===== src/hw/rtl/soa_pkg.sv =====
// Shared types and constants for the slab object allocator.
// No dependencies; imported by slab_object_allocator and soa_div.
package soa_pkg;

  // Field widths
  localparam int ADDR_W    = 48;
  localparam int PFN_W     = 36;
  localparam int OFF_W     = 12;
  localparam int OP_W      = 2;
  localparam int STATUS_W  = 3;
  localparam int INUSE_W   = 14;
  localparam int SLABS_W   = 5;
  localparam int TOTAL_W   = 32;
  localparam int CFG_IDX_W = 2;
  localparam int CFG_W     = 36;
  localparam int SIZE_W    = 13;

  // Geometry
  localparam int PAGE_BYTES    = 4096;
  localparam int HEADER_BYTES  = 48;
  localparam int DEFAULT_ALIGN = 16;
  localparam int MIN_ALIGN     = 8;
  localparam int GEO_W         = 14;  // aligned sizes up to 8192
  localparam int DIV_W         = 12;  // dividends stay below one page
  localparam int DIV_CNT_W     = 4;

  // Pool
  localparam int POOL_PAGES = 16;
  localparam int PG_W       = 4;
  localparam int LINK_W     = PG_W + 1;
  localparam int MAX_SLOTS  = 512;
  localparam int SLOT_W     = 9;
  localparam int CNT_W      = 10;
  localparam int RAM_DEPTH  = POOL_PAGES * MAX_SLOTS;
  localparam int RAM_AW     = PG_W + SLOT_W;

  localparam logic [LINK_W-1:0] NIL_PAGE = LINK_W'(POOL_PAGES);
  localparam logic [SIZE_W-1:0] OBJ_SIZE_RST = SIZE_W'(64);

  // Operations
  localparam logic [OP_W-1:0] OP_ALLOC   = 2'd0;
  localparam logic [OP_W-1:0] OP_FREE    = 2'd1;
  localparam logic [OP_W-1:0] OP_DESTROY = 2'd2;

  // Status codes
  localparam logic [STATUS_W-1:0] ST_OK        = 3'd0;
  localparam logic [STATUS_W-1:0] ST_NO_PAGES  = 3'd1;
  localparam logic [STATUS_W-1:0] ST_NOT_LIVE  = 3'd2;
  localparam logic [STATUS_W-1:0] ST_OVER_FREE = 3'd3;
  localparam logic [STATUS_W-1:0] ST_DOUBLE    = 3'd4;
  localparam logic [STATUS_W-1:0] ST_CONFIG    = 3'd5;
  localparam logic [STATUS_W-1:0] ST_NOT_START = 3'd6;

  // Configuration register indexes
  localparam logic [CFG_IDX_W-1:0] CFG_POOL_BASE = 2'd0;
  localparam logic [CFG_IDX_W-1:0] CFG_OBJ_SIZE  = 2'd1;
  localparam logic [CFG_IDX_W-1:0] CFG_ALIGN     = 2'd2;

  typedef struct packed {
    logic              start;
    logic [DIV_W-1:0]  dividend;
    logic [GEO_W-1:0]  divisor;
  } div_req_t;

  typedef struct packed {
    logic              done;
    logic [DIV_W-1:0]  quot;
    logic [DIV_W-1:0]  rem;
  } div_rsp_t;

endpackage


===== src/hw/rtl/soa_div.sv =====
// Restoring divider, one quotient bit per cycle, shared by geometry and free decode.
// Depends on soa_pkg for widths and the request/response structs.
module soa_div import soa_pkg::*; (
  input  logic     clk_i,
  input  logic     rst_ni,
  input  div_req_t req_i,
  output div_rsp_t rsp_o
);

  logic                 busy_q, done_q;
  logic [DIV_CNT_W-1:0] cnt_q;
  logic [DIV_W-1:0]     quo_q, rem_q;
  logic [GEO_W-1:0]     dvs_q;
  logic [DIV_W:0]       trial, diff;
  logic                 fits;

  assign trial = {rem_q, quo_q[DIV_W-1]};
  assign fits  = {1'b0, trial} >= dvs_q;
  assign diff  = trial - dvs_q[DIV_W:0];

  always_ff @(posedge clk_i or negedge rst_ni) begin
    if (!rst_ni) begin
      busy_q <= 1'b0;
      done_q <= 1'b0;
      cnt_q  <= '0;
    end else begin
      done_q <= 1'b0;
      if (req_i.start) begin
        busy_q <= 1'b1;
        cnt_q  <= DIV_CNT_W'(DIV_W);
      end else if (busy_q) begin
        cnt_q <= cnt_q - 1'b1;
        if (cnt_q == DIV_CNT_W'(1)) begin
          busy_q <= 1'b0;
          done_q <= 1'b1;
        end
      end
    end
  end

  always_ff @(posedge clk_i) begin
    if (req_i.start) begin
      quo_q <= req_i.dividend;
      rem_q <= '0;
      dvs_q <= req_i.divisor;
    end else if (busy_q) begin
      rem_q <= fits ? diff[DIV_W-1:0] : trial[DIV_W-1:0];
      quo_q <= {quo_q[DIV_W-2:0], fits};
    end
  end

  assign rsp_o.done = done_q;
  assign rsp_o.quot = quo_q;
  assign rsp_o.rem  = rem_q;

endmodule

===== config.mk =====
export PLATFORM = sky130hd
export DESIGN_NAME = soa_div
export DESIGN_NICKNAME = d
export VERILOG_FILES = /design/src/hw/rtl/soa_pkg.sv /design/src/hw/rtl/soa_div.sv
export SDC_FILE = /design/constraint.sdc
export NUM_CORES = 1
export LEC_CHECK = 0
export BUFFER_PORTS_ARGS = -buffer_cell sky130_fd_sc_hd__buf_4
export CORE_ASPECT_RATIO = 1.75
export CORE_MARGIN = 10
export CORE_UTILIZATION = 50
export DETAILED_ROUTE_END_ITERATION = 6
export PLACE_DENSITY = 0.74
export SLEW_MARGIN = 20
export SYNTH_ARGS = -nofsm -noshare
export SYNTH_HDL_FRONTEND = slang
export SYNTH_SLANG_ARGS = --single-unit

===== constraint.sdc =====
create_clock -name clk_i -period 4.15 [get_ports clk_i]
set_input_delay 0.6225 -clock clk_i [delete_from_list [all_inputs] [get_ports clk_i]]
set_output_delay 0.6225 -clock clk_i [all_outputs]
set_load 0.02 [all_outputs]

# Yosys cells after proc, flatten, opt, wreduce, memory -nomap -nowiden

Cells that the tools add are included.

Flip-flop bits (word level): 44
Logic and storage cells: 22

$add $sub $neg: 2
$lt $le $gt $ge: 1
Equality and inequality tests: 1
Mux-type cells: 11
Reductions and logical operators: 1

Operators by type and width:

| operator            | number |
|---|---|
| $mux 12             | 3 |
| $ge 13x14->1        | 1 |
| $sub 12x12->12      | 1 |
| $mux 4              | 2 |
| $mux 1              | 6 |
| $eq 4x1->1 const B  | 1 |
| $sub 4x1->4 const B | 1 |
| $reduce_bool 2->1   | 1 |

# Depth between registers and ports, before layout

Depth in word-level cells: 4
Mapped depth: 12
Gate-level depth less buffers: 10

# Least setup slack after synthesis

Ideal clock, no wire load.

Path type: reg2reg
Start: reg quo_q[11]
End: reg rem_q[0]
Setup time: 79 ps
Data arrival time: 2534 ps
Setup slack: 1537 ps
Stages on the path, launching flop included: 12
Buffers on the path: 1
Clock period less this slack: 2613 ps
Cell sequence: edfxtp_1 -> inv_1 -> ha_1 -> inv_1 -> fa_1 -> a211oi_2 -> o21bai_2 -> a211oi_2 -> o31a_1 -> buf_6 -> mux2_4 -> a211oi_2

Word-level cells in the longest chain between the ends: 2
Elaborated cells on any way between the ends: 3
Those cells by class: add/sub (1); order compare (1); mux (1)

RTL lines:

| what                                                  | RTL line                     | text |
|---|---|---|
| start, declared                                       | soa_div.sv:12                | `logic [DIV_W-1:0] quo_q, rem_q;` |
| start signal, assigned                                | soa_div.sv:43                | `quo_q <= req_i.dividend;` |
| start signal, assigned                                | soa_div.sv:48                | `quo_q <= {quo_q[DIV_W-2:0], fits};` |
| $sub 12x12->12 / $ge 13x14->1 (equally long branches) | soa_div.sv:19, soa_div.sv:18 |  |
| $mux 12 *                                             | soa_div.sv:47                | `rem_q <= fits ? diff[DIV_W-1:0] : trial[DIV_W-1:0];` |
| end signal, assigned                                  | soa_div.sv:47                |  |
| end, declared                                         | soa_div.sv:12                |  |

Every way passes the cells marked *; elsewhere a longest branch is shown, timed or not.
A chain may end at the register's enable or synchronous reset.

# Worst setup path after layout

Same ends and word-level chain as after synthesis.

==> results by group <==
Detailed routing
  – Initial detailed-routing violation count: 178
  – Post-route ant nets: 0
  – Routed via count: about 1900
  – Vias per cell: between 5 and 6
  – TritonRoute pass-1 iters: 4
  – Final WL: approximately 5.6 mm
  – Average routed wire per standard cell: 17.4 um
  – Residual DRC: 0

Layout
  – Diodes inserted: 0
  – Multi-input logic area: around 1200 um2
  – Syn-to-layout area delta: 19.6%
  – Fillcell total: about 420
  – Layout cells sized above 1: between 20% and 30%
  – Nets@finish: about 320
  – Register area: between 1000 and 1500 um2
  – Non-filler cells, final: 325

Timing
  – Skew final: ~0.0085 ns
  – Unrepaired setup endpoints after global routing: false
  – Post-route setup TNS: 0 ns
  – Worst-Margin Slew: 0.982 ns
  – Fmax: ~320 MHz
  – Final Hold Violating Endpoints: 0
  – Slew HR: around 35%
  – Ratio of final minimum period to clock period: approximately three quarters
  – Final slew viol count: 0
  – Setup violators final: 0
  – Minimum clock period: ~3.1 ns

Synthesis
  – Mux cell area share after synthesis: 8.91%
  – Post-synthesis adder-cell area fraction: approximately 8.4%
  – Yosys reg bits: 44
  – Fraction of registers with async set or reset after synthesis: between 10 and 15%
  – Top_reg_cell synth: edfxtp_1
  – Synth area leaders: edfxtp_1 (32%), dfxtp_1 (9.8%), ha_1 (7.6%)
  – Ys Warns: 0
  – Post-synthesis compound-gate area fraction: 15.0%
  – Synth area leader: edfxtp_1
  – Main combinational cell family by area after synthesis: compound AO/OA/AOI/OAI gates
  – Xor and xnor area share after synthesis: 3.56%
  – Seq/Total Area, Yosys: between 40% and 50%
  – Syn_area_per_cell: 11.0 um2
  – Post-synth top area share: between 30% and 40%
  – Syn Nets: around 270
  – Cell area after synthesis: between 2000 and 2500 um2
  – Post-synth EDFFs: 26
  – Simple-Gate Fraction of Synth Area: 10.9%
  – Mapped Cells: ~220
  – Netlist cell types: 50

Power
  – VDD IR max: ~0.23 mV
  – Static Leak: between 1 and 1.5 nW
  – PD cells: between 300 and 400 nW/um2

CTS
  – Clock input transition at the sequential cells of the worst setup and hold paths: 0.09 ns
  – Root Buffer: clkbuf_8
  – CTS sink cnt: 44
  – Inserted Clock Buffers: 5
  – Hold buffers post-CTS: 0
  – Maximum clock path buffer count: 2
  – Cts repair resizes: 0
  – TritonCTS clock tree: built
  – H-tree level count: 2
  – Clk_lat worst skew: roughly 0.30 ns
  – Post-CTS Setup Repair Bufs: 0

GRT
  – Number of global-route vias before repair: approximately 1900
  – Initial antenna violation count: 0
  – Global-route wire length before repair: approximately 9 mm
  – Pin count of the biggest net entering global routing: 49
  – Overflow after GRT: 0
  – Tot GR Track Use: 13.4%

Critical path
  – Setup CP Type: reg -> reg
  – Crit path buf inv count: 2
  – R2r endpoint: rem_q[0]
  – Worst path max stage delay: between 0.6 and 0.7 ns
  – Critical Path Start Type: flop
  – Worst reg2reg setup slack: between 1 and 1.5 ns
  – Crit-path cells: inv_1 > ha_1 > inv_1 > fa_1 > a211oi_2 > o21bai_2 > a211oi_2 > o31a_1 > mux2_4 > a211oi_2
  – WP data arrival: about 3.3 ns
  – Largest delay share family, worst path: compound AO/OA/AOI/OAI gates
  – R2R depth: 10
  – Critical Path Most Common Cell: a211oi_2
  – CP required: 4.37 ns
  – CP Max Fanout: 15
  – Reg2Reg Launch Point: quo_q[11]
  – Endpoint class of the critical path: flop
  – Slowest cell on crit path: o31a_1

Die
  – Ports: 54
  – Rows: 33
  – CORE AREA: 4710 um2
  – Die Span Y: between 100 and 150 um
  – Die Width: 73.0 um
  – Initial Util: a little over half
  – Die area: 8230 um2

Status
  – Status: finished, final reports clean

Place
  – Post-DP HPWL: 4.20 mm
  – Port Buffer Count: 53
  – GP Congestion: 0.833
  – Post-Place Cells: about 320

Flow run
  – # Max-Cap Violations: 0

Worst hold path
  – HP Class: in -> async
state kept, by name, indices dropped and copies added, names as in the netlist:
register / cells
rem_q: 12
done_q: 1
quo_q: 12
cnt_q: 4
dvs_q: 14
busy_q: 1
worst max-delay path by stage:
stage / startpoint / end / cells past startpoint
2_1_floorplan: quo_q[11] / rem_q[0] / 11
3_3_place_gp: quo_q[11] / rem_q[0] / 10
3_5_place_dp: quo_q[11] / rem_q[0] / 10
4_1_cts: quo_q[11] / rem_q[0] / 10
5_1_grt: quo_q[11] / rem_q[0] / 10
6_report: quo_q[11] / rem_q[0] / 10
cell families after synthesis:
family / after synthesis
AO/OA/AOI/OAI: 52
AND/OR/NAND/NOR: 51
flip-flops: 44
buffers and inverters: 30
multiplexers: 20
adder cells (fa/ha/maj): 16
XOR/XNOR: 10
cell usage in the layout, fill, tap and decap left out, types with 2 or more instances in the layout:
master and n:
a211oi_1 8, a211oi_2 3, a21o_1 3, a21oi_1 16, buf_4 53, clkbuf_8 5, dfrtp_1 6, dfxtp_1 12
edfxtp_1 26, ha_1 15, inv_1 19, mux2_2 11, mux2i_1 8, nand2_1 5, nand2b_1 5, nand4_1 2
nand4b_1 4, nor2_1 21, nor2b_1 2, nor3_1 2, o21ai_0 4, o21bai_1 2, o221ai_1 3, o22ai_1 2
o31ai_1 2, or2_2 3, xnor2_1 7, xor2_1 3
final cells by class:
class                   instances  share of cell area, %
flip-flops and latches         44                   39.8
multi-input cells             149                   39.1
repair buffers                 53                   13.5
clock buffers                   6                   2.47
inverters                      19                   2.43
well taps                      52                   2.21
clock inverters                 2                  0.383
per-layer routing:
layer	wire, um	GRT usage (%)	vias up
li1	-	-	905
met1	2210	14.2	884
met2	3020	23.8	48
met3	289	3.76	13
met4	130	5.22	0
met5	0	0	-
cell usage after synthesis, types with 2 or more instances:
cell type	n
buf_1	2
nand4b_1	4
a21o_1	3
a211oi_1	8
inv_1	19
or2_2	3
nor3_1	2
o221ai_1	3
nand2b_1	5
nand4_1	2
xnor2_1	7
clkbuf_1	5
o21ai_0	4
ha_1	15
a21oi_1	16
o22ai_1	2
edfxtp_1	26
o21bai_1	2
a211oi_2	3
dfxtp_1	12
nand2_1	5
mux2_2	11
dfrtp_1	6
o31ai_1	2
mux2i_1	8
nor2_1	21
xor2_1	3
nor2b_1	2
through the flow:
stage	instance area (um2)	power [W]	setup slack [ns]	utilization, %	hold WS (ns)
2_1_floorplan	2460	0.000659	1.54	-	0.327
3_3_place_gp	2860	0.000729	1.16	60.7	0.435
3_5_place_dp	2860	0.000736	1.04	60.7	0.432
4_1_cts	2940	0.000996	1.02	62.5	0.108
5_1_grt	2940	0.00103	0.885	62.5	0.101
6_report	2940	0.000989	1.04	62.5	0.109
power breakdown:
group	internal (W)	leakage (nW)	switching, W
sequential	0.000498	0.431	0.0000206
combinational	0.000101	0.848	0.000106
clock	0.000117	0.0388	0.000147
No activity file was read; power rests on OpenSTA's default activity.
